===== src/rtl/cds_ram.sv =====
//------------------------------------------------------------------------------
// cds_ram
// Generic single-write, single-read RAM with registered read data.
//------------------------------------------------------------------------------
module cds_ram #(
    parameter int WIDTH = 32,
    parameter int DEPTH = 16
) (
    input  logic                                  i_clk,
    input  logic                                  i_we,
    input  logic [(DEPTH > 1 ? $clog2(DEPTH) : 1)-1:0] i_waddr,
    input  logic [WIDTH-1:0]                      i_wdata,
    input  logic [(DEPTH > 1 ? $clog2(DEPTH) : 1)-1:0] i_raddr,
    output logic [WIDTH-1:0]                      o_rdata
);

    logic [WIDTH-1:0] r_mem [DEPTH];
    logic [WIDTH-1:0] r_rdata;

    always_ff @(posedge i_clk) begin
        if (i_we) begin
            r_mem[i_waddr] <= i_wdata;
        end
        r_rdata <= r_mem[i_raddr];
    end

    assign o_rdata = r_rdata;

endmodule


===== config.mk =====
export PLATFORM = sky130hd
export DESIGN_NAME = cds_ram
export DESIGN_NICKNAME = d
export VERILOG_FILES = /design/src/rtl/cds_ram.sv
export SDC_FILE = /design/constraint.sdc
export NUM_CORES = 1
export LEC_CHECK = 0
export ABC_AREA = 1
export BUFFER_PORTS_ARGS = -buffer_cell sky130_fd_sc_hd__buf_2
export CORE_MARGIN = 2
export CORE_UTILIZATION = 30
export CTS_CLUSTER_SIZE = 14
export DETAILED_ROUTE_END_ITERATION = 10
export PLACE_DENSITY_LB_ADDON = 0.3
export SETUP_SLACK_MARGIN = 0.02
export SLEW_MARGIN = 20
export SYNTH_ARGS = -nofsm -noshare
export SYNTH_HDL_FRONTEND = slang
export SYNTH_SLANG_ARGS = --single-unit

===== constraint.sdc =====
create_clock -name i_clk -period 2.5 [get_ports i_clk]
set_input_delay 0 -clock i_clk [delete_from_list [all_inputs] [get_ports i_clk]]
set_output_delay 0 -clock i_clk [all_outputs]
set_load 0.05 [all_outputs]

==> run_results.csv <==
group,metric,value,unit
outcome,outcome,"complete, no violations",
detailed_routing,dr.first_iter.drc_count,1039,
setup_path,crit_chain,"buf_2",
floorplan,die_height,279,um
clocking,h-tree-depth,2,
detailed_routing,via_count,14500,
setup_path,r2r_cells,6,
timing,rsz0062_at_grt,"no",
grt,grt.total_usage,14.4,%
clocking,clockBufferDepth,3,
setup_path,startpoint,"o_rdata[3]",
timing,fin_crit_sh,52.0,%
logic_synthesis,synth.avg_cell_area,10.7,um2
logic_synthesis,synthTopCellsByArea,"edfxtp_1, nand2_1, nand3_1, inv_1, dfxtp_1",
floorplan,num_rows,100,
finish,fillers,7264,
finish,nNetsFinal,2260,
logic_synthesis,seq_area_frac_synth,70.5,%
logic_synthesis,synth_most_common_cell,"nand2_1",
setup_path,reg2reg_from,"r_mem[13][8]",
clocking,path_clk_slew,0.06,ns
clocking,post_cts_resized,0,
timing,hold_ws,0.0807,ns
logic_synthesis,yosys.area.top_type,"edfxtp_1",
floorplan,die_w,279,um
worst_hold_path,min_path_cells,5,
placement,gp_congestion,0.735,
clocking,cts.sinks,544,
logic_synthesis,yosys_warnings,0,
placement,placed_cells,3095,
logic_synthesis,async_flop_share,0,%
grt,grt_max_degree,151,
detailed_routing,drc_errors,0,
detailed_routing,wl_per_cell,17.4,um
worst_hold_path,hp-class,"input pin to flop",
grt,grt_first_pass_wirelength,86200,um
detailed_routing,via_per_inst,4.48,
timing,finalSetupTns,0,ns
timing,min_period,1.30,ns
setup_path,worst-path-stages,1,
timing,tightest_slew,1.09,ns
setup_path,crit_family,"flip-flops",
setup_path,cp-end-kind,"primary output",
detailed_routing,ant_nets,0,
grt,grt_pass1_vias,14200,
finish,utilization,35.4,%
finish,area_growth,16.5,%
floorplan,start_util,30.4,%
logic_synthesis,ys_top_cells_by_count,"nand2_1, edfxtp_1, inv_1, nand3_1, buf_2",
setup_path,crit_buf_inv,1,
logic_synthesis,synthCells,2120,
power,ir_drop,0.000560,V
setup_path,arrival,1.30,ns
logic_synthesis,syn_area,0.0227,mm2
job,drv_cap,0,
clocking,root_buffer,"clkbuf_16",
setup_path,crit_fanout,1,
finish,postLayoutCellArea,0.0265,mm2
floorplan,core,0.0747,mm2
timing,clock_skew,0.0223,ns
grt,grt-ovfl-total,0,
power,p_leak,11.1,nW
clocking,cts_made_buffers,58,
timing,slew_headroom,27.5,%
placement,dpl.hpwl,28500,um
finish,drive_gt1_share,9.48,%
timing,finalSetupViolCount,0,
timing,finalHoldViolations,0,
logic_synthesis,synth-seq-cells,544,
setup_path,cp-start-kind,"flop",
logic_synthesis,syn_nets,2162,
floorplan,io_pins,74,
floorplan,die_area,0.0780,mm2
worst_hold_path,worstHoldStart,"i_raddr[2]",
setup_path,max_stage_delay,0.39,ns
power,power_density,757,mW/mm2
setup_path,cpMaxStageDelayCell,"dfxtp_1",
logic_synthesis,ys.flop_type,"edfxtp_1",
clocking,cts_tree,"done",
detailed_routing,dr.pass1.iters,7,
placement,numPortBuffers,73,
grt,antenna_found_initial,2,
clocking,insertion_delay,0.63,ns
setup_path,worstPathRequired,2.50,ns
setup_path,critical_path_class,"flop to primary output",
logic_synthesis,synth_top_area_share,67.6,%
timing,slew_violations,0,
placement,dpl_cell_area,0.0243,mm2
timing,fmax,769,MHz
logic_synthesis,synth_edf_count,512,
finish,finalNonFillerCells,3237,
detailed_routing,wl,56300,um
logic_synthesis,synth_cell_type_count,15,
[registers in the layout, summed over array words and instances (netlist names)]
name	cells
r_mem	512
o_rdata	32
[layout by cell type (no fill, tap or decap), types with 3 or more instances in the layout]
| master | count |
|---|---|
| clkinv_2 | 9 |
| inv_1 | 386 |
| buf_12 | 21 |
| nand2_1 | 677 |
| buf_2 | 71 |
| edfxtp_1 | 512 |
| clkbuf_8 | 11 |
| inv_6 | 4 |
| dfxtp_1 | 32 |
| nor2_4 | 16 |
| clkbuf_16 | 58 |
| clkbuf_1 | 19 |
| dlygate4sd3_1 | 32 |
| nand3_1 | 385 |
| buf_4 | 18 |
| clkinv_1 | 6 |
| bufinv_16 | 3 |
[tightest hold or removal path, cell delays in order]
cell     delay [ns]
buf_2          0.16
buf_12         0.25
nand3_1        0.13
nand3_1        0.06
nand2_1        0.07
[cells by family (layout without fill, tap and decap cells)]
| kind of cell | after synthesis | count (layout) | share of synthesized area [%] |
|---|---|---|---|
| DFF | 544 | 544 | 70.5 |
| other | 0 | 1 | 0 |
| and+or+nand+nor | 1081 | 1081 | 20.0 |
| buffers and inverters | 495 | 642 | 9.54 |
[routing by layer]
layer,wire length (um),GRT usage (%)
met1,26000,19.8
met2,26100,23.5
met3,2950,2.53
met4,1190,4.00
met5,13,0
[cell type report]
cell class | instances | area [um2] | area share [%]
Timing Repair Buffer | 143 | 1240 | 4.70
Tap cell | 969 | 1210 | 4.58
Clock buffer | 87 | 1660 | 6.27
Multi-Input combinational cell | 1081 | 4670 | 17.6
Sequential cell | 544 | 16000 | 60.5
Inverter | 390 | 1470 | 5.56
Clock inverter | 22 | 200 | 0.756
Antenna cell | 1 | 2.50 | 0.00945
[where the power goes]
group / internal [mW] / total [mW] / switching [mW]
combinational: 0.377 / 1.43 / 1.05
sequential: 10.2 / 10.3 / 0.0662
clock: 4.88 / 8.35 / 3.47
total: 15.5 / 20.0 / 4.58
[final timing paths]
| path | end | slack, ns |
|---|---|---|
| worst max-delay path | o_rdata[3] | 1.20 |
| worst min-delay path | o_rdata[25] | 0.08 |
| worst max register to register | o_rdata[8] | 1.44 |
| worst min register to register | o_rdata[30] | 0.65 |
[per-stage QoR]
step                power (mW)  setup slack, ns
CTS                       20.3             1.14
floorplan                 11.3            0.507
global route              20.8             1.16
finish                    20.0             1.20
detailed placement        11.9            0.848
global placement          11.8            0.870
[what timing repair did]
action,in CTS,in global routing
hold buffers,32,0
endpoints found under the hold margin,512,0
setup buffers,0,0
Power figures use the tool's default switching activity.
