--- src/rtl/cds_isqrt.sv ---
//------------------------------------------------------------------------------
// cds_isqrt
// Integer square root of a 64-bit value, one result bit per cycle.
//------------------------------------------------------------------------------
module cds_isqrt (
    input  logic        i_clk,
    input  logic        i_rst_n,
    input  logic        i_start,
    input  logic [63:0] i_val,
    output logic        o_done,
    output logic [31:0] o_root
);

    logic        r_busy;
    logic        r_done;
    logic [5:0]  r_cnt;
    logic [63:0] r_v;
    logic [63:0] r_r;
    logic [63:0] r_bit;
    logic [63:0] trial;

    assign trial = r_r + r_bit;

    always_ff @(posedge i_clk) begin
        if (!i_rst_n) begin
            r_busy <= 1'b0;
            r_done <= 1'b0;
            r_cnt  <= '0;
        end else begin
            r_done <= 1'b0;
            if (i_start) begin
                r_busy <= 1'b1;
                r_cnt  <= 6'd32;
            end else if (r_busy) begin
                r_cnt <= r_cnt - 1'b1;
                if (r_cnt == 6'd1) begin
                    r_busy <= 1'b0;
                    r_done <= 1'b1;
                end
            end
        end
    end

    always_ff @(posedge i_clk) begin
        if (i_start) begin
            r_v   <= i_val;
            r_r   <= '0;
            r_bit <= 64'h4000_0000_0000_0000;
        end else if (r_busy) begin
            if (r_v >= trial) begin
                r_v <= r_v - trial;
                r_r <= (r_r >> 1) + r_bit;
            end else begin
                r_r <= r_r >> 1;
            end
            r_bit <= r_bit >> 2;
        end
    end

    assign o_done = r_done;
    assign o_root = r_r[31:0];

endmodule

--- config.mk ---
export PLATFORM = sky130hd
export DESIGN_NAME = cds_isqrt
export DESIGN_NICKNAME = d
export VERILOG_FILES = /design/src/rtl/cds_isqrt.sv
export SDC_FILE = /design/constraint.sdc
export NUM_CORES = 1
export LEC_CHECK = 0
export BUFFER_PORTS_ARGS = -buffer_cell sky130_fd_sc_hd__buf_2
export CAP_MARGIN = 20
export CORE_ASPECT_RATIO = 1.5
export CORE_MARGIN = 1
export CORE_UTILIZATION = 68
export CTS_CLUSTER_DIAMETER = 60
export DETAILED_ROUTE_END_ITERATION = 6
export HOLD_SLACK_MARGIN = 0.02
export MAX_ROUTING_LAYER = met4
export PLACE_DENSITY = 0.88
export SYNTH_ARGS = -nofsm -noshare
export SYNTH_HDL_FRONTEND = slang
export SYNTH_SLANG_ARGS = --single-unit
--- constraint.sdc ---
create_clock -name i_clk -period 13.4 [get_ports i_clk]
set_input_delay 2.68 -clock i_clk [delete_from_list [all_inputs] [get_ports i_clk]]
set_output_delay 2.68 -clock i_clk [all_outputs]
set_load 0.01 [all_outputs]
==> results of run 1 <==
==> state kept, by name (all words and copies together) (netlist names) <==
name	flops
r_v	64
r_r	64
r_cnt	6
r_bit	32
o_done	1
r_busy	1
==> power breakdown <==
group          total [mW]  internal [mW]  switching (mW)
Combinational        1.98          0.752            1.23
Sequential          0.824          0.706           0.118
Clock               0.466          0.244           0.223
Total                3.27           1.70            1.57
==> worst max-delay path, delay by kind of cell (launching register included) <==
family	cells	cell delay, ns
simple gates	8	2.00
flops	1	0.39
mux	2	0.59
compound gates	9	2.80
xor+xnor	1	0.19
fa+ha+maj	2	0.79
==> cell families (layout without fill, tap and decap cells) <==
family | after synthesis | count (layout) | synth area share
xor+xnor | 159 | 159 | 0.08913
compound gates | 629 | 629 | 0.2648
simple gates | 635 | 635 | 0.1880
buf+inv | 195 | 188 | 0.05902
flops | 168 | 168 | 0.2563
mux | 55 | 55 | 0.03588
fa+ha+maj | 133 | 133 | 0.1070
==> layout make-up <==
| cell class | instances | area, µm² | area share |
|---|---|---|---|
| Clock buffer | 19 | 442.9 | 0.02713 |
| Inverter | 53 | 198.9 | 0.01219 |
| Tap cell | 276 | 345.3 | 0.02115 |
| Timing Repair Buffer | 104 | 539.3 | 0.03303 |
| Sequential cell | 168 | 4008 | 0.2455 |
| Multi-Input combinational cell | 1611 | 10700 | 0.6554 |
| Clock inverter | 12 | 91.34 | 0.005595 |
==> placed cells by master, fill, tap and decap left out, types with 5 or more instances in the layout <==
cell / synthesis / routed
clkbuf_16: 0 / 17
a21o_1: 49 / 49
a311oi_1: 12 / 12
and2_1: 10 / 10
ha_1: 132 / 132
a21oi_1: 141 / 141
nor2b_1: 19 / 19
nor3_1: 31 / 31
o22ai_1: 6 / 6
mux2i_1: 47 / 47
nor2_1: 204 / 204
inv_1: 52 / 52
buf_4: 36 / 5
o21ai_0: 146 / 146
nand2_1: 204 / 203
a31o_2: 10 / 10
o211ai_1: 15 / 15
xnor2_1: 85 / 85
and3_1: 19 / 19
nand3_1: 36 / 36
a221oi_1: 11 / 11
o21ai_1: 18 / 18
edfxtp_1: 64 / 64
nand2b_1: 17 / 17
mux2_2: 8 / 8
o31ai_1: 10 / 10
a21boi_0: 6 / 6
a31oi_1: 52 / 52
or3_1: 17 / 17
dfxtp_1: 104 / 103
nor4_1: 5 / 5
o21a_1: 11 / 11
nand4_1: 45 / 45
buf_2: 13 / 98
o21bai_1: 35 / 35
xor2_1: 74 / 74
a211oi_1: 48 / 48
==> per-layer routing <==
| metal | up-vias | part of all wire | track usage |
|---|---|---|---|
| met1 | 6892 | 0.37 | 0.4020 |
| met3 | 218 | 0.051 | 0.05506 |
| met2 | 653 | 0.50 | 0.6953 |
| met4 | 0 | 0.077 | 0.2919 |
| met5 | - | 0 | - |
| li1 | 7181 | - | - |
==> synthesized netlist by cell type, drive strengths merged (4+ instances only) <==
| cell type | number | area, µm² |
|---|---|---|
| a211oi | 51 | 397.9 |
| a21boi | 6 | 45.04 |
| a21o | 49 | 367.9 |
| a21oi | 142 | 714.4 |
| a221oi | 15 | 156.4 |
| a311oi | 12 | 105.1 |
| a31o | 10 | 87.58 |
| a31oi | 54 | 350.3 |
| a41oi | 4 | 35.03 |
| and2 | 11 | 68.82 |
| and3 | 19 | 118.9 |
| and4 | 4 | 35.03 |
| buf | 60 | 414.1 |
| clkbuf | 82 | 309.0 |
| dfxtp | 104 | 2082 |
| edfxtp | 64 | 1922 |
| ha | 132 | 1652 |
| inv | 52 | 195.2 |
| mux2 | 8 | 90.09 |
| mux2i | 47 | 470.5 |
| nand2 | 206 | 783.3 |
| nand2b | 17 | 106.4 |
| nand3 | 37 | 197.7 |
| nand4 | 46 | 294.0 |
| nor2 | 205 | 777.0 |
| nor2b | 19 | 118.9 |
| nor3 | 31 | 155.2 |
| nor3b | 4 | 30.03 |
| nor4 | 7 | 56.30 |
| o211ai | 16 | 125.1 |
| o21a | 11 | 82.58 |
| o21ai | 166 | 838.3 |
| o21bai | 37 | 285.3 |
| o221a | 4 | 45.04 |
| o22ai | 6 | 37.54 |
| o311ai | 4 | 70.07 |
| o31ai | 11 | 96.34 |
| o41ai | 4 | 42.55 |
| or2 | 5 | 31.28 |
| or3 | 17 | 106.4 |
| xnor2 | 85 | 744.5 |
| xor2 | 74 | 648.1 |
==> final timing paths <==
| check | cells after the start | to | slack (ns) | from |
|---|---|---|---|---|
| max | 22 | r_r[2]$_SDFFE_PP0P_ | 6.46 | r_r[14]$_SDFFE_PP0P_ |
| min reg2reg | 2 | r_cnt[1]$_SDFFE_PP0P_ | 0.52 | r_cnt[1]$_SDFFE_PP0P_ |
| max reg2reg | 22 | r_r[2]$_SDFFE_PP0P_ | 6.46 | r_r[14]$_SDFFE_PP0P_ |
| min | 2 | r_cnt[1]$_SDFFE_PP0P_ | 0.52 | r_cnt[1]$_SDFFE_PP0P_ |
==> metrics by stage <==
| stage | setup slack [ns] | std cells | hold WS [ns] | instance area (µm²) | util |
|---|---|---|---|---|---|
| after floorplan | 7.402 | 1974 | 0.4536 | 15620 | - |
| after global placement | 6.767 | 2212 | 0.4757 | 15790 | 0.7029 |
| after detailed placement | 6.653 | 2212 | 0.5160 | 15790 | 0.7029 |
| after CTS | 6.620 | 2243 | 0.5248 | 16330 | 0.7267 |
| after global routing | 5.977 | 2243 | 0.5393 | 16330 | 0.7267 |
| final | 6.457 | 2243 | 0.5202 | 16330 | 0.7267 |
==> qor.yml, run 1 <==
clock_network:
  htree_levels: 4
  cts_hold_buf: 0
  clockRootBuffer: "clkbuf_16"
  numCtsBuffers: 17
  cts_max_path_buffers: 2
  cts.repair.resized: 0
  cts_sinks: 168
  insertion_delay_ns: 0.45
  cts.reportedPaths.clkPinSlew_ns: 0.07
  post-cts-setup-buffer-count: 0
  cts_tree: "built"
power:
  p_leak_nw: 6.428
  p_total_mw: 3.272
  vdd_drop_max_v: 0.0001608
  pwr_density_cell_nw_per_um2: 200.4
floorplan:
  die_y_um: 187.6
  dieArea_um2: 23600
  rows: 67
  core_um2: 22470
  start_util: 0.6954
  ios: 100
  die_w_um: 125.8
synthesis:
  ys_ff_latch: 168
  synth_area_um2: 15620
  synth_cells: 1974
  synth_edf_count: 64
  syn_area_per_cell_um2: 7.915
  synth_cell_types: 87
  ys.flop_type: "dfxtp_1"
  synth.net_count: 2174
  synthArstFlopShare: 0
  yosysWarnings: 0
  seq_area_frac_synth: 0.2563
critical_path:
  start_kind: "flop"
  crit_chain: "ha_1 > nand4_1 > nor2_1 > nand2_1 > o21ai_0 > a21oi_1 > a31oi_1 > a31oi_1 > nor3_1 > o21ai_0 > xor2_1 > ha_1 > nand2_1 > o21bai_1 > a221oi_2 > o21ai_0 > a311oi_1 > nand3_4 > nand2_4 > mux2_2 > mux2i_1 > nor2_1"
  worstPathRequired_ns: 13.71
  worst_ep_arrival_time_ns: 7.25
  critPathMaxStageDelay_ns: 0.80
  critPathMaxFanout: 103
  critPathSlowestCell: "nand2_4"
  endpoint_kind: "flop"
  cp_common_cell: "o21ai_0"
  crit_type: "reg -> reg"
final_layout:
  antennaDiodeCount: 0
  n_fill_cell: 1814
  drive_above_1_share: 0.09761
  final_nets: 2155
  areaGrowthSynthToFinish_pct: 4.493
grt:
  grt_overflow: 0
  grt_pass1_vias: 14600
  grt_max_degree: 104
  grt_first_pass_wirelength_um: 72310
  antenna_found_initial: 0
  grt_use_total: 0.3969
sta:
  timing.final.crit_share: 0.5181
  tightestPinTransition_ns: 1.032
  hold_viol_final: 0
  maxSlewViolCount: 0
  max_slew_margin: 0.3118
  max_freq_mhz: 144.0
  finalSetupViolCount: 0
  fin_tns_setup_ns: 0
  clock_skew_ns: 0.009897
  rsz0062_at_grt: "no"
  layout_min_cycle_time_ns: 6.943
detailed_routing:
  vias: 14940
  routed_wl_um: 45580
  drc: 0
  first_iter_violations: 1193
  via_per_inst: 6.663
  ant_nets: 0
  routedWlPerCell_um: 20.32
  drt_pass1_iterations: 6
placed_design:
  place.gp.congestion: 1.034
  io_buffer_count: 99
  place.detailed.hpwl_um: 34970
hold_path:
  hold_class: "reg -> reg"
flow_run:
  maxCapViolations: 0
run_status:
  status: "finished, final reports clean"
(Power assumes the default switching activity.)
==> inputs of run 2 (changes only) <==
CORE_UTILIZATION = 63   (was 68)
PLACE_DENSITY = 0.82   (was 0.88)
clock period = 6.72 ns   (was 13.4 ns; I/O delays follow)
==> run 2 against run 1 <==
  * Sequential power grew 98%
  * Count of clock-buffer cells in the layout grew 1
  * Power grew 110%
  * Combinational power up 110%
  * Die area increased by 7.8%
  * Flip-flop and latch count stayed put
  * Maximum frequency increased by 9.7%
  * Sequential share of layout area shrank 0.41 points
  * Critical endpoint is now r_v[48]$_DFFE_PP_
  * Wire length up 1.3%
  * Non-clock buffer count grew 13
==> qor.yml, run 2 (synthesis results as in run 1) <==
run_status:
  status: "finished, final reports clean"
clock_network:
  post-cts-setup-buffer-count: 0  # unchanged
  cts_sinks: 168  # unchanged
  cts_max_path_buffers: 2  # unchanged
  cts_hold_buf: 0  # unchanged
  numCtsBuffers: 17  # unchanged
  cts_tree: "built"
  htree_levels: 4  # unchanged
  clockRootBuffer: "clkbuf_16"
  cts.reportedPaths.clkPinSlew_ns: 0.07  # about the same
  insertion_delay_ns: 0.46  # about the same
  cts.repair.resized: 0  # unchanged
sta:
  timing.final.crit_share: 0.9416  # +0.4235
  clock_skew_ns: 0.01740  # +0.007499 ns
  fin_tns_setup_ns: 0  # unchanged
  fin_hold_ws_ns: 0.4935  # -0.02665 ns
  layout_min_cycle_time_ns: 6.328  # -0.6150 ns
  max_slew_margin: 0.4144  # +0.1026
  maxSlewViolCount: 0  # unchanged
  finalSetupViolCount: 0  # unchanged
  rsz0062_at_grt: "no"
  hold_viol_final: 0  # unchanged
  fin_ws_ns: 0.3922  # -6.065 ns
  max_freq_mhz: 158.0  # +9.7%
  tightestPinTransition_ns: 0.8784  # -0.1539 ns
final_layout:
  areaGrowthSynthToFinish_pct: 6.254
  final_nets: 2168  # +0.60%
  reg_top3: "r_r: 64 flops, r_v: 64 flops, r_bit: 32 flops"
  multiInputGateArea_um2: 10700  # unchanged
  seqCellArea_um2: 4008  # unchanged
  final_common_cell: "nor2_1"
  n_fill_cell: 2163  # +19%
  drive_above_1_share: 0.1045  # +0.006882
  layout.cells.most_common_list: "nor2_1, nand2_1, o21ai_0, a21oi_1, ha_1"
  post-route-util: 0.6818  # -0.04486
  finish.instance_area_um2: 16600  # +1.7%
  antennaDiodeCount: 0  # unchanged
placed_design:
  place.detailed.hpwl_um: 35240  # +0.77%
  dpl_worst_slack_ns: 0.5811  # -6.072 ns
  dpl-instance-area_um2: 16000  # +1.3%
  io_buffer_count: 99  # unchanged
  place.gp.congestion: 0.9796  # -5.3%
critical_path:
  endpoint_kind: "flop"
  crit_family: "compound AO/OA/AOI/OAI gates"
  r2r_slack_ns: 0.39  # -6.06 ns
  crit_type: "reg -> reg"
  critPathMaxStageDelay_ns: 0.46  # -0.34 ns
  critPathSlowestCell: "xor2_1"
  start_kind: "flop"
  crit_chain: "ha_1 > ha_1 > a21o_1 > a31oi_1 > o21a_1 > o21ai_0 > buf_4 > a21oi_1 > a31oi_1 > a21oi_1 > nor2_1 > o21ai_0 > xor2_1 > ha_1 > nand2_1 > o21bai_1 > a21oi_1 > o21ai_0 > a21oi_1 > nor2_4 > buf_4 > nand3_1 > nand2_2 > buf_12"
  rr_startpoint: "r_r[0]$_SDFFE_PP0P_"
  worst-r2r-cell-count: 24  # +9.1%
  r2r_end: "r_v[48]$_DFFE_PP_"
  worstPathRequired_ns: 6.85  # -6.86 ns
  critPathMaxFanout: 36  # -65%
  cp_common_cell: "a21oi_1"
  critPathBufInv: 3  # +3
  crit_cells: 24  # +9.1%
  worst_ep_arrival_time_ns: 6.45  # -0.80 ns
floorplan:
  ios: 100  # unchanged
  die_w_um: 130.6  # +3.8%
  die_y_um: 194.9  # +3.9%
  dieArea_um2: 25450  # +7.8%
  start_util: 0.6417  # -0.05375
  rows: 70  # +4.5%
  core_um2: 24350  # +8.4%
detailed_routing:
  via_per_inst: 6.443  # -3.3%
  drc: 0  # unchanged
  drt_pass1_iterations: 7  # +1
  vias: 14850  # -0.62%
  first_iter_violations: 913  # -23%
  routedWlPerCell_um: 20.03  # -1.4%
  routed_wl_um: 46170  # +1.3%
  ant_nets: 0  # unchanged
grt:
  grt_overflow: 0  # unchanged
  grt_max_degree: 75  # -28%
  grt_first_pass_wirelength_um: 73350  # +1.4%
  grt_use_total: 0.3801  # -0.01679
  grt_pass1_vias: 14620  # +0.096%
  antenna_found_initial: 0  # unchanged
power:
  vdd_drop_max_v: 0.0002694  # +68%
  p_leak_nw: 6.539  # +1.7%
  pwr_density_cell_nw_per_um2: 407.4  # +100%
hold_path:
  hold_depth: 2  # unchanged
  hold_class: "reg -> reg"
  hold_start: "r_cnt[1]$_SDFFE_PP0P_"
  hold_path_end: "r_cnt[1]$_SDFFE_PP0P_"
flow_run:
  maxCapViolations: 0  # unchanged
## run 2: changes by cell type in the layout (fill, tap and decap cells not counted)
| cell | delta |
|---|---|
| clkinvlp_4 | +1 |
| clkinv_2 | -2 |
| inv_4 | -2 |
| clkinv_4 | -2 |
| clkbuf_16 | +1 |
| buf_12 | +4 |
| bufinv_16 | +1 |
| buf_4 | +9 |
| clkbuf_8 | +1 |
| clkbuf_1 | -1 |
| inv_6 | +4 |
## run 2: tightest hold or removal path: stages, from the launching register on
cell and delay, ns:
dfxtp_1 0.32, nor2_1 0.08, a211oi_1 0.05
## run 2: worst max-delay path by stage
stage	startpoint	to	slack, ns
finish	r_r[0]$_SDFFE_PP0P_	r_v[48]$_DFFE_PP_	0.39
detailed placement	r_r[0]$_SDFFE_PP0P_	r_v[42]$_DFFE_PP_	0.58
floorplan	r_r[2]$_SDFFE_PP0P_	r_v[0]$_DFFE_PP_	0.72
global placement	r_r[0]$_SDFFE_PP0P_	r_r[44]$_SDFFE_PP0P_	0.62
CTS	r_r[0]$_SDFFE_PP0P_	r_v[42]$_DFFE_PP_	0.55
global route	r_r[0]$_SDFFE_PP0P_	r_v[48]$_DFFE_PP_	0.006
## run 2: layer usage
| layer | global-route usage | up-vias | wire, µm |
|---|---|---|---|
| met3 | 0.06193 | 174 | 2335 |
| met5 | - | - | 0 |
| met1 | 0.3884 | 6950 | 17260 |
| li1 | - | 7211 | - |
| met4 | 0.2733 | 0 | 3487 |
| met2 | 0.6465 | 517 | 23090 |
## run 2: final cells by class
class / instances / area share
clock inverters: 12 / 0.007462
multi-input cells: 1611 / 0.6446
inverters: 53 / 0.01198
clock buffers: 20 / 0.02879
flip-flops and latches: 168 / 0.2414
well taps: 324 / 0.02442
repair buffers: 117 / 0.04138
## run 2: where the power goes
part | internal [mW] | leakage (nW) | switching [mW] | total, mW
registers | 1.40 | 1.49 | 0.225 | 1.63
clock network | 0.564 | 0.298 | 0.470 | 1.03
logic | 1.61 | 4.75 | 2.49 | 4.10
total | 3.57 | 6.54 | 3.19 | 6.76
## run 2: through the flow
step           power [mW]  cells
6_report            6.764   2305
5_1_grt             7.209   2305
4_1_cts             6.697   2305
3_5_place_dp        5.650   2273
3_3_place_gp        5.617   2273
2_1_floorplan       4.730   1974
