## src/rtl/cds_pkg.sv

```systemverilog
//------------------------------------------------------------------------------
// cds_pkg
// Shared constants, register codes and lane control types of the smoother.
//------------------------------------------------------------------------------
package cds_pkg;

    localparam int CHANNELS   = 16;
    localparam int CFG_IDX_W  = 2;
    localparam int DIV_W      = 64;
    localparam int DIV_STEP_W = 7;

    localparam logic [CFG_IDX_W-1:0] REG_SMOOTH_TIME = 2'd0;
    localparam logic [CFG_IDX_W-1:0] REG_MAX_SPEED   = 2'd1;

    localparam logic [30:0] ST_RESET = 31'd65536;
    localparam logic [30:0] MS_RESET = 31'h7FFF_FFFF;
    localparam logic [30:0] ST_FLOOR = 31'd7;

    localparam logic [26:0] X_CAP  = 27'h400_0000;
    localparam logic [14:0] K_SQ   = 15'd31457;
    localparam logic [13:0] K_CU   = 14'd15401;
    localparam logic [34:0] MC_CAP = 35'h4_0000_0000;

    localparam logic [47:0] SAT_LIM = 48'h7FFF_FFFF_FFFF;
    localparam logic [63:0] DOT_LIM = 64'h2000_0000_0000_0000;

    // dividend 1 aligned to the top bit; steps pick 2^33 or 2^48
    localparam logic [DIV_W-1:0]      DIV_TOP_ONE = 64'h8000_0000_0000_0000;
    localparam logic [DIV_STEP_W-1:0] OMEGA_STEPS = 7'd34;
    localparam logic [DIV_STEP_W-1:0] DECAY_STEPS = 7'd49;
    localparam logic [DIV_STEP_W-1:0] QUOT_STEPS  = 7'd64;

    typedef struct packed {
        logic start_chg;
        logic start_run;
        logic limit;
    } t_lane_ctl;

    typedef struct packed {
        logic done;
    } t_lane_sts;

endpackage

```

## src/rtl/cds_div.sv

```systemverilog
//------------------------------------------------------------------------------
// cds_div
// Restoring divider, one quotient bit per cycle over a chosen step count.
//------------------------------------------------------------------------------
module cds_div (
    input  logic                              i_clk,
    input  logic                              i_rst_n,
    input  logic                              i_start,
    input  logic [cds_pkg::DIV_W-1:0]         i_dividend,
    input  logic [cds_pkg::DIV_W-1:0]         i_divisor,
    input  logic [cds_pkg::DIV_STEP_W-1:0]    i_steps,
    output logic                              o_done,
    output logic [cds_pkg::DIV_W-1:0]         o_quot
);

    logic                           r_busy;
    logic                           r_done;
    logic [cds_pkg::DIV_STEP_W-1:0] r_cnt;
    logic [cds_pkg::DIV_W-1:0]      r_num;
    logic [cds_pkg::DIV_W-1:0]      r_rem;
    logic [cds_pkg::DIV_W-1:0]      r_den;
    logic [cds_pkg::DIV_W-1:0]      r_quo;
    logic [cds_pkg::DIV_W:0]        rem_sh;
    logic                           fits;

    assign rem_sh = {r_rem, r_num[cds_pkg::DIV_W-1]};
    assign fits   = rem_sh >= {1'b0, r_den};

    always_ff @(posedge i_clk) begin
        if (!i_rst_n) begin
            r_busy <= 1'b0;
            r_done <= 1'b0;
            r_cnt  <= '0;
        end else begin
            r_done <= 1'b0;
            if (i_start) begin
                r_busy <= 1'b1;
                r_cnt  <= i_steps;
            end else if (r_busy) begin
                r_cnt <= r_cnt - 1'b1;
                if (r_cnt == 1) begin
                    r_busy <= 1'b0;
                    r_done <= 1'b1;
                end
            end
        end
    end

    always_ff @(posedge i_clk) begin
        if (i_start) begin
            r_num <= i_dividend;
            r_den <= i_divisor;
            r_rem <= '0;
            r_quo <= '0;
        end else if (r_busy) begin
            r_num <= {r_num[cds_pkg::DIV_W-2:0], 1'b0};
            r_rem <= fits ? cds_pkg::DIV_W'(rem_sh - {1'b0, r_den})
                          : rem_sh[cds_pkg::DIV_W-1:0];
            r_quo <= {r_quo[cds_pkg::DIV_W-2:0], fits};
        end
    end

    assign o_done = r_done;
    assign o_quot = r_quo;

endmodule

```

## config.mk

```make
export PLATFORM = sky130hd
export DESIGN_NAME = cds_div
export DESIGN_NICKNAME = d
export VERILOG_FILES = /design/src/rtl/cds_pkg.sv /design/src/rtl/cds_div.sv
export SDC_FILE = /design/constraint.sdc
export NUM_CORES = 1
export LEC_CHECK = 0
export BUFFER_PORTS_ARGS = -buffer_cell sky130_fd_sc_hd__buf_4
export CAP_MARGIN = 15
export CORE_MARGIN = 3
export CORE_UTILIZATION = 63
export DETAILED_ROUTE_END_ITERATION = 7
export PLACE_DENSITY = 0.87
export SYNTH_ARGS = -nofsm -noshare
export SYNTH_HDL_FRONTEND = slang
export SYNTH_SLANG_ARGS = --single-unit
export TNS_END_PERCENT = 10
```

## constraint.sdc

```tcl
create_clock -name i_clk -period 4.95 [get_ports i_clk]
set_input_delay 0.7425 -clock i_clk [delete_from_list [all_inputs] [get_ports i_clk]]
set_output_delay 0.7425 -clock i_clk [all_outputs]
set_load 0.02 [all_outputs]
```

==> metrics.txt, run 1 <==
Clk Tree Root Cell clkbuf_16; # DRC 0; Worst setup SP type register; Syn Area/Cell 9.91 um^2; dominant synthesized flop cell dfxtp_1; vias in the first global route 11223; area grow syn2layout 17.3%; clock tree buffer depth 3; slowest stage cell, crit path a31oi_4; Clk Latency, worst-skew pair 0.57 ns; Final min period 3.73 ns; CORE AREA 22100 um^2; Hold Path End r_den[15]$_DFFE_PP_; dpl hpwl 23200 um; DR vias/cell 5.93; LEAKAGE 0.00722 uW; CP cell instances inv_1, ha_1, a21oi_1, o21ai_0, a41oi_1, a31o_2, o21bai_1, a31oi_4, buf_12, mux2_2, mux2i_1, nor2_1; initial antenna violation count 0; Overflow after GRT 0; hold depth 1; Setup TNS Final 0 ns; Fillers 1419; Final period util 75.4%; PostCTS Resize Cnt 0; Vias 11292; dpl ws 1.30 ns; FMAX 268 MHz; Initial Util 65.0%; setup repair bufs after CTS 0; PwrDens 354 nW/um^2; MaxCap Viol Count 0; Mapped Area 14400 um^2; synth top area cells edfxtp_1 (27%), dfxtp_1 (19%), mux2i_1 (6.1%), ha_1 (5.7%), mux2_2 (5.5%); RR Startpoint r_den[16]$_DFFE_PP_; CP Max Fanout 82; Ports 203; Post-synth ARST share 0%; routed wire length 34900 um; die footprint 24600 um^2; Critical Path Max Stage Delay 0.58 ns; Total GRT Usage 27.9%; Cell variety after synth 80; Least-Margin Pin Slew 1.13 ns; share of layout cells above drive strength 1 21.0%; CTS tree yes; wire length per cell 18.3 um; # nets final 1808; Ant. Diodes 0; WP data required 5.35 ns; dpl cells 1853; clock skew 0.0394 ns; Hold Buf Count CTS 0; final setup vio count 0; synth cell count leaders nor2_1 (202), dfxtp_1 (137), edfxtp_1 (128), a21oi_1 (124); share of the synthesized area in the top cell type 26.8%; r2r endpoint r_rem[21]$_SDFFE_PP0P_; min-delay worst type in -> reg; Setup crit end kind register; sequential area share after synthesis 45.9%; post-route setup slack 1.22 ns; count leader, synth nor2_1; largest net degree at the start of global routing 152; final hold vios 0; die width 157 um; Final Non-Filler Cells 1905; row cnt 54; Hold Crit Start i_divisor[15]; WS Path Type reg -> reg; YS warnings 0; max_slew headroom 24.7%; Post-synth EDFFs 128; R2R depth 12; die height 157 um; Iteration-0 DRC Markers 809; Slew Limit Fails 0; Routed Antenna Nets 0; status finished, final reports clean; CTS Buf Count 28; H-tree depth 1; Mapped Nets 1654; R2R Setup Slk 1.22 ns; GPL Wtd Cong 0.907; clk slew on worst S/H paths 0.06 ns; drt pass-1 iters 7; dominant cell type by area after synthesis edfxtp_1; global-route wire length before repair 56800 um; clock sinks 265; Worst VDD drop 0.000353 V; CP Data Arrival Time 4.13 ns; RSZ-0062 raised after global routing no; number of I/O port buffers 202; synthesized netlist cell count 1449; Seq cells post-synth 265
==> cells by family after synthesis <==
kind of cell / after synthesis / synth area share, %
compound gates: 351 / 16.0
xor+xnor: 56 / 3.41
fa+ha+maj: 67 / 5.89
buf+inv: 173 / 5.10
flops: 265 / 45.9
mux: 159 / 11.7
simple gates: 378 / 12.0
==> critical path, delay by kind of cell (launching register included) <==
family | cells | cell delay (ns)
adders and majority gates | 1 | 0.37
AOI/OAI and AO/OA | 6 | 1.80
buffers and inverters | 2 | 0.40
DFF | 1 | 0.32
muxes | 2 | 0.53
and+or+nand+nor | 1 | 0.06
==> registers in the layout, summed over array words and instances (netlist names) <==
signal / cells
r_rem: 64
r_den: 64
r_num: 64
r_busy: 1
r_cnt: 7
o_quot: 64
o_done: 1
==> metrics by stage <==
stage | area, um^2 | util (%) | hold WS, ns | power, uW
floorplan | 14400 | - | 0.464 | 3590
global placement | 15900 | 72.1 | 0.478 | 3860
detailed placement | 15900 | 72.1 | 0.489 | 3890
CTS | 16900 | 76.3 | 0.324 | 5980
global route | 16900 | 76.3 | 0.324 | 6240
finish | 16900 | 76.3 | 0.342 | 5970
==> how the worst max path moves through the flow <==
stage / start / end / cells after the start
2_1_floorplan: r_den[34]$_DFFE_PP_ / r_rem[59]$_SDFFE_PP0P_ / 13
3_3_place_gp: r_den[6]$_DFFE_PP_ / r_rem[58]$_SDFFE_PP0P_ / 12
3_5_place_dp: r_den[6]$_DFFE_PP_ / r_rem[58]$_SDFFE_PP0P_ / 12
4_1_cts: r_den[6]$_DFFE_PP_ / r_rem[58]$_SDFFE_PP0P_ / 12
5_1_grt: r_den[16]$_DFFE_PP_ / r_rem[21]$_SDFFE_PP0P_ / 12
6_report: r_den[16]$_DFFE_PP_ / r_rem[21]$_SDFFE_PP0P_ / 12
==> power by group <==
part / switching, uW / internal (uW)
combinational: 749 / 567
clock: 872 / 1210
sequential: 96.2 / 2480
total: 1720 / 4250
==> cell type report <==
class | count | area [um^2] | area share, %
flip-flops and latches | 265 | 6590 | 39.1
multi-input cells | 1011 | 7040 | 41.8
well taps | 280 | 350 | 2.08
clock inverters | 16 | 156 | 0.928
inverters | 89 | 334 | 1.98
clock buffers | 36 | 771 | 4.57
repair buffers | 208 | 1610 | 9.53
==> metal layers <==
layer	vias up	GRT usage [%]	share of wire (%)
li1	5532	-	-
met1	5345	35.4	42
met2	353	47.3	48
met3	62	7.97	8.3
met4	0	6.84	2.2
met5	-	0	0
==> layout by cell type, fill, tap and decap left out, drive strengths merged, types with 10 or more instances in the layout <==
| cell | Yosys | layout |
|---|---|---|
| a211oi | 59 | 59 |
| nand4 | 22 | 22 |
| xor2 | 18 | 18 |
| dfxtp | 137 | 137 |
| o21ai | 48 | 48 |
| clkbuf | 52 | 36 |
| mux2i | 88 | 88 |
| nor2 | 203 | 203 |
| a31oi | 10 | 10 |
| nand2 | 65 | 65 |
| clkinv | 1 | 14 |
| xnor2 | 38 | 38 |
| a21oi | 124 | 124 |
| nor3 | 14 | 14 |
| nand3 | 17 | 17 |
| ha | 66 | 66 |
| buf | 32 | 208 |
| a21o | 31 | 31 |
| mux2 | 71 | 71 |
| edfxtp | 128 | 128 |
| o21bai | 18 | 18 |
| inv | 88 | 88 |
Note: power is estimated with default switching activity, not from simulation.
==> inputs of run 2 (changes only) <==
- CORE_UTILIZATION: 63 -> 53
- PLACE_DENSITY: 0.87 -> 0.78
- clock period: 4.95 -> 3.2 ns (I/O delays scaled with it)
==> run 2 against run 1 <==
Combinational power rose by 85%; first-iteration DRC count is 6.1% lower; utilization fell by 7.0 points; maximum frequency grew 19%; die area grew 18%; via count increased by 3.6%; count of clock-buffer cells in the layout rose by 8; largest cell class unchanged.
==> metrics.txt, run 2 (synthesized netlist as in run 1, its figures left out) <==
status finished, final reports clean; LEAKAGE 0.00782 uW (+8.4%); Setup crit end kind register; Setup TNS Final 0 ns (unchanged); Vias 11697 (+3.6%); Least-Margin Pin Slew 0.628 ns (-0.502 ns); logic gate share of total power 24.9% (+2.8 points); design area 18300 um^2 (+8.4%); R2R Setup Slk 0.07 ns (-1.14 ns); Overflow after GRT 0 (unchanged); Hold Crit Start i_divisor[10]; Clk Tree Root Cell clkbuf_16; global-route wire length before repair 55800 um (-1.7%); Clk Latency, worst-skew pair 0.58 ns (about the same); drt pass-1 iters 5 (-2); CTS Buf Count 30 (+7.1%); Final min period 3.13 ns (-0.605 ns); H-tree depth 1 (unchanged); PwrDens 535 nW/um^2 (+51%); CORE AREA 26400 um^2 (+19%); R2R depth 13 (+1); Ports 203 (unchanged); dpl hpwl 24800 um (+7.0%); Routed Antenna Nets 0 (unchanged); MaxCap Viol Count 0 (unchanged); clk slew on worst S/H paths 0.06 ns (about the same); final setup vio count 0 (unchanged); Initial Util 54.5% (-11 points); clock skew 0.0373 ns (-0.00204 ns); Net Sw Frac 29.1% (+0.32 points); area of the multi-input gates 7440 um^2 (+5.7%); register area 6590 um^2 (about the same); GPL Wtd Cong 0.966 (+6.5%); Reg power frac 40.7% (-2.4 points); DR vias/cell 5.64 (-4.9%); clock sinks 265 (unchanged); Hold Path End r_den[10]$_DFFE_PP_; wire length per cell 17.0 um (-7.1%); Fillers 1979 (+39%); hold depth 1 (unchanged); r2r endpoint r_rem[58]$_SDFFE_PP0P_; CP Data Arrival Time 3.60 ns (-0.53 ns); vias in the first global route 11390 (+1.5%); Slew Limit Fails 0 (unchanged); FMAX 320 MHz (+19%); P_sw 2850 uW (+66%); Ant. Diodes 0 (unchanged); share of layout cells above drive strength 1 29.3% (+8.3 points); largest net degree at the start of global routing 86 (-43%); initial antenna violation count 1 (+1); most common cell after layout, fill and taps aside buf_4; Iteration-0 DRC Markers 760 (-6.1%); RR Startpoint r_den[22]$_DFFE_PP_; Final Power 9780 uW (+64%); # DRC 0 (unchanged); row cnt 59 (+9.3%); Final Non-Filler Cells 2074 (+8.9%); # nets final 1920 (+6.2%); Post-DP Area 16800 um^2 (+5.4%); Worst setup SP type register; RSZ-0062 raised after global routing yes; CP Max Fanout 7 (-91%); dpl cells 2009 (+8.4%); min-delay worst type in -> reg; die width 171 um (+8.7%); post-route setup slack 0.0729 ns (-1.14 ns); WP data required 3.67 ns (-1.68 ns); Hold Buf Count CTS 0 (unchanged); CTS tree yes; Final period util 97.7% (+22 points); die height 171 um (+8.7%); area grow syn2layout 27.1%; Worst VDD drop 0.000561 V (+59%); routed wire length 35300 um (+1.2%); dpl ws -0.198 ns (-1.50 ns); clock tree buffer depth 3 (unchanged); WS Path Type reg -> reg; max_slew headroom 58.1% (+33 points); number of I/O port buffers 202 (unchanged); most frequent cells in the layout buf_4 (309), nor2_1 (202), dfxtp_1 (135); Clock power frac 34.4% (-0.4 points); internal power 6930 uW (+63%); Total GRT Usage 23.1% (-4.8 points); final hold vios 0 (unchanged); die footprint 29100 um^2 (+18%)
[run 2: worst max path at each step]
stage | startpoint | end | slack (ns) | depth (start not counted)
after CTS | r_den[11]$_DFFE_PP_ | r_rem[61]$_SDFFE_PP0P_ | -0.005 | 12
after floorplan | r_den[34]$_DFFE_PP_ | r_rem[59]$_SDFFE_PP0P_ | 0.17 | 13
after global placement | r_num[63]$_DFFE_PP_ | r_rem[58]$_SDFFE_PP0P_ | -0.17 | 14
after global routing | r_den[6]$_DFFE_PP_ | r_rem[35]$_SDFFE_PP0P_ | -0.09 | 13
final | r_den[22]$_DFFE_PP_ | r_rem[58]$_SDFFE_PP0P_ | 0.07 | 13
after detailed placement | r_num[63]$_DFFE_PP_ | r_rem[58]$_SDFFE_PP0P_ | -0.20 | 14
[run 2: layout make-up]
| type | instances | area share (%) |
|---|---|---|
| Inverter | 89 | 1.83 |
| Clock buffer | 44 | 4.86 |
| Sequential cell | 265 | 36.1 |
| Multi-Input combinational cell | 1011 | 40.8 |
| Clock inverter | 12 | 0.589 |
| Timing Repair Buffer | 318 | 13.6 |
| Tap cell | 335 | 2.30 |
[run 2: repair_timing]
action | in CTS | in global routing
pin swaps | 3 | 26
resized for setup | 7 | 71
buffers inserted | 2 | 7
endpoints found under the setup margin | 12 | 58
[run 2: worst max-delay path: stages, from the launching register on]
cell,delay (ns)
edfxtp_1,0.34
inv_2,0.06
ha_4,0.30
nand4_1,0.19
nor4_4,0.37
o311ai_2,0.16
a41oi_2,0.19
buf_4,0.16
nor2_4,0.05
o31ai_4,0.28
a21o_1,0.26
nand4_1,0.16
mux2_4,0.35
a211oi_2,0.18
[run 2: power groups by stage]
stage	registers [uW]	clock network, uW	logic, uW
3_3_place_gp	4020	0	2210
6_report	3980	3360	2440
2_1_floorplan	3980	0	1580
3_5_place_dp	4030	0	2250
5_1_grt	4010	3550	2690
4_1_cts	3970	3440	2290
[run 2: per-layer routing]
layer  global-route usage (%)  wire, um
met1                     29.5     14800
met2                     37.5     16400
met3                     7.69      2970
met4                     6.91      1050
met5                        0        20
[run 2: through the flow]
step	util, %	hold slack (ns)
final	69.3	0.0720
after global routing	69.3	0.0467
after CTS	67.7	0.0424
after detailed placement	63.7	0.490
after global placement	63.7	0.479
after floorplan	-	0.464
==> inputs of run 3 (changes only) <==
- ABC_AREA: unset -> 1
- PLACE_DENSITY: 0.78 -> 0.77
==> run 3 against run 2 <==
Flip-flop and latch count unchanged; sequential share of layout area decreased by 1.3 points; clock power decreased by 2%; global-route usage increased by 5.9 points; critical path type unchanged; largest cell class unchanged; largest power group unchanged.
==> metrics.txt, run 3 <==
min-delay worst type in -> reg; Setup crit end kind register; Hold Path End r_den[48]$_DFFE_PP_; dpl hpwl 37700 um (+52%); dominant cell type by area after synthesis edfxtp_1; Fillers 2797 (+41%); vias in the first global route 14892 (+31%); status finished, final reports clean; Iteration-0 DRC Markers 1006 (+32%); wire length per cell 16.4 um (-3.8%); Post-synth EDFFs 128 (unchanged); Clk Tree Root Cell clkbuf_16; die width 180 um (+5.6%); DR vias/cell 5.06 (-10%); GRT met2 Usage 48.9% (+11 points); Worst setup SP type register; FMAX 347 MHz (+8.7%); Mapped Nets 2573 (+56%); final setup vio count 0 (unchanged); Overflow after GRT 0 (unchanged); Least-Margin Pin Slew 0.708 ns (+0.0801 ns); row cnt 63 (+6.8%); LEAKAGE 0.00995 uW (+27%); PwrDens 415 nW/um^2 (-22%); CTS Buf Count 29 (-3.3%); grt met1 use 37.5% (+8.0 points); Hold Crit Start i_divisor[48]; Initial Util 54.0% (-0.51 points); crit path buf inv count 4 (+2); Ant. Diodes 0 (unchanged); number of I/O port buffers 202 (unchanged); Slew Limit Fails 0 (unchanged); synthesized netlist cell count 2368 (+63%); post-route setup slack 0.322 ns (+0.249 ns); area grow syn2layout 17.6%; critical path depth in cells 17 (+4); setup repair bufs after CTS 0 (-2); Final Power 7860 uW (-20%); WP data required 3.65 ns (-0.02 ns); H-tree depth 1 (unchanged); R2R Setup Slk 0.32 ns (+0.25 ns); Syn Area/Cell 6.79 um^2 (-31%); dpl cells 2914 (+45%); Hold Buf Count CTS 0 (unchanged); Cell variety after synth 39 (-51%); dominant synthesized flop cell dfxtp_1; area of the multi-input gates 7460 um^2 (+0.22%); # nets final 2760 (+44%); r2r endpoint r_rem[9]$_SDFFE_PP0P_; CP Max Fanout 50 (+43); synth cell count leaders nand2_1 (947), inv_1 (456), nand3_1 (160), dfxtp_1 (137), edfxtp_1 (128); initial antenna violation count 2 (+1); die height 180 um (+5.6%); final hold vios 0 (unchanged); routed wire length 48500 um (+38%); Mapped Area 16100 um^2 (+12%); Vias 15022 (+28%); clock skew 0.0224 ns (-0.0150 ns); gr busiest metal met2; R2R depth 17 (+4); global-route wire length before repair 77000 um (+38%); most frequent cells in the layout nand2_1 (946), inv_1 (454), buf_4 (213); YS warnings 0 (unchanged); sequential area share after synthesis 40.9% (-4.9 points); Critical Path Max Stage Delay 0.52 ns (+0.15 ns); share of the synthesized area in the top cell type 23.9% (-2.9 points); slowest stage cell, crit path buf_4; CORE AREA 29800 um^2 (+13%); Finished Core Util 63.5% (-5.8 points); hold depth 1 (unchanged); clock tree buffer depth 3 (unchanged); Final Non-Filler Cells 2968 (+43%); Ports 203 (unchanged); Setup TNS Final 0 ns (unchanged); WS Path Type reg -> reg; dpl ws 0.361 ns (+0.559 ns); PostCTS Resize Cnt 0 (-7); CP cell instances inv_1, ha_1, nand2_2, inv_2, nand2_1, nand2_1, inv_2, nand3_2, nand2_1, nand2_2, nand2_1, nand2_1, nand2_2, buf_4, nand3_1, nand3_1, o21ai_1; Seq cells post-synth 265 (unchanged); Final min period 2.88 ns (-0.249 ns); RSZ-0062 raised after global routing no; clock sinks 265 (unchanged); register area 6590 um^2 (about the same); CTS tree yes; Final period util 89.9% (-7.8 points); Total GRT Usage 29.1% (+5.9 points); RR Startpoint r_den[8]$_DFFE_PP_; clk slew on worst S/H paths 0.06 ns (about the same); CP Data Arrival Time 3.33 ns (-0.27 ns); MaxCap Viol Count 0 (unchanged); met3 GRT Util 6.36% (-1.3 points); drt pass-1 iters 8 (+3); # DRC 0 (unchanged); Clk Latency, worst-skew pair 0.58 ns (about the same); Worst VDD drop 0.000438 V (-22%); synth top area cells edfxtp_1 (24%), nand2_1 (22%), dfxtp_1 (17%), inv_1 (11%), ha_1 (5.1%); most frequent CP cell nand2_1; GPL Wtd Cong 1.01 (+4.4%); CP Launch Point r_den[8]$_DFFE_PP_; CP delay by family, top simple AND/OR/NAND/NOR gates; count leader, synth nand2_1; share of layout cells above drive strength 1 11.6% (-18 points); largest net degree at the start of global routing 68 (-21%); most common cell after layout, fill and taps aside nand2_1; die footprint 32500 um^2 (+12%); Routed Antenna Nets 0 (unchanged); Post-synth ARST share 0% (unchanged); max_slew headroom 52.8% (-5.3 points)
[run 3: cell types whose count changed in the layout (fill, tap and decap cells not counted), sizes merged, moves of 24 or more]
cell and change:
buf -101, mux2 -71, a211oi -59, nand3 +144, nand2 +889, mux2i -88, nor2 -82, nand3b +24
a21oi -70, o22ai +62, inv +381, a21o -30
[run 3: worst max path at each step]
stage / to
2_1_floorplan: r_num[0]$_SDFFCE_PN0P_
3_3_place_gp: r_rem[40]$_SDFFE_PP0P_
3_5_place_dp: r_rem[9]$_SDFFE_PP0P_
4_1_cts: r_rem[5]$_SDFFE_PP0P_
5_1_grt: r_rem[4]$_SDFFE_PP0P_
6_report: r_rem[9]$_SDFFE_PP0P_
[run 3: stage by stage]
stage / hold WS (ns) / cell area (um^2)
global placement: 0.440 / 18000
global route: 0.0490 / 18900
detailed placement: 0.458 / 18000
floorplan: 0.444 / 16100
CTS: 0.0471 / 18900
finish: 0.0711 / 18900
[run 3: area by class of cell]
class | count | share of cell area, %
multi-input cells | 1571 | 39.4
flip-flops and latches | 265 | 34.8
inverters | 471 | 9.36
repair buffers | 217 | 8.88
clock buffers | 43 | 4.39
well taps | 390 | 2.58
clock inverters | 11 | 0.523
[run 3: kinds of logic after synthesis]
| group | after synthesis | synth area share [%] |
|---|---|---|
| AND/OR/NAND/NOR | 1298 | 33.1 |
| buffers and inverters | 532 | 12.8 |
| XOR/XNOR | 32 | 1.74 |
| flip-flops | 265 | 40.9 |
| adder cells (fa/ha/maj) | 67 | 5.26 |
| AO/OA/AOI/OAI | 174 | 6.22 |
[run 3: routing by layer]
layer	part of all wire (%)	routed length (um)
met5	0.064	31
met1	43	21000
met4	3.5	1710
met2	46	22200
met3	7.5	3630
[run 3: power by group]
part	switching (uW)	internal (uW)	leakage, uW
clock network	1400	1880	0.000462
logic	488	296	0.00710
registers	50.1	3750	0.00239
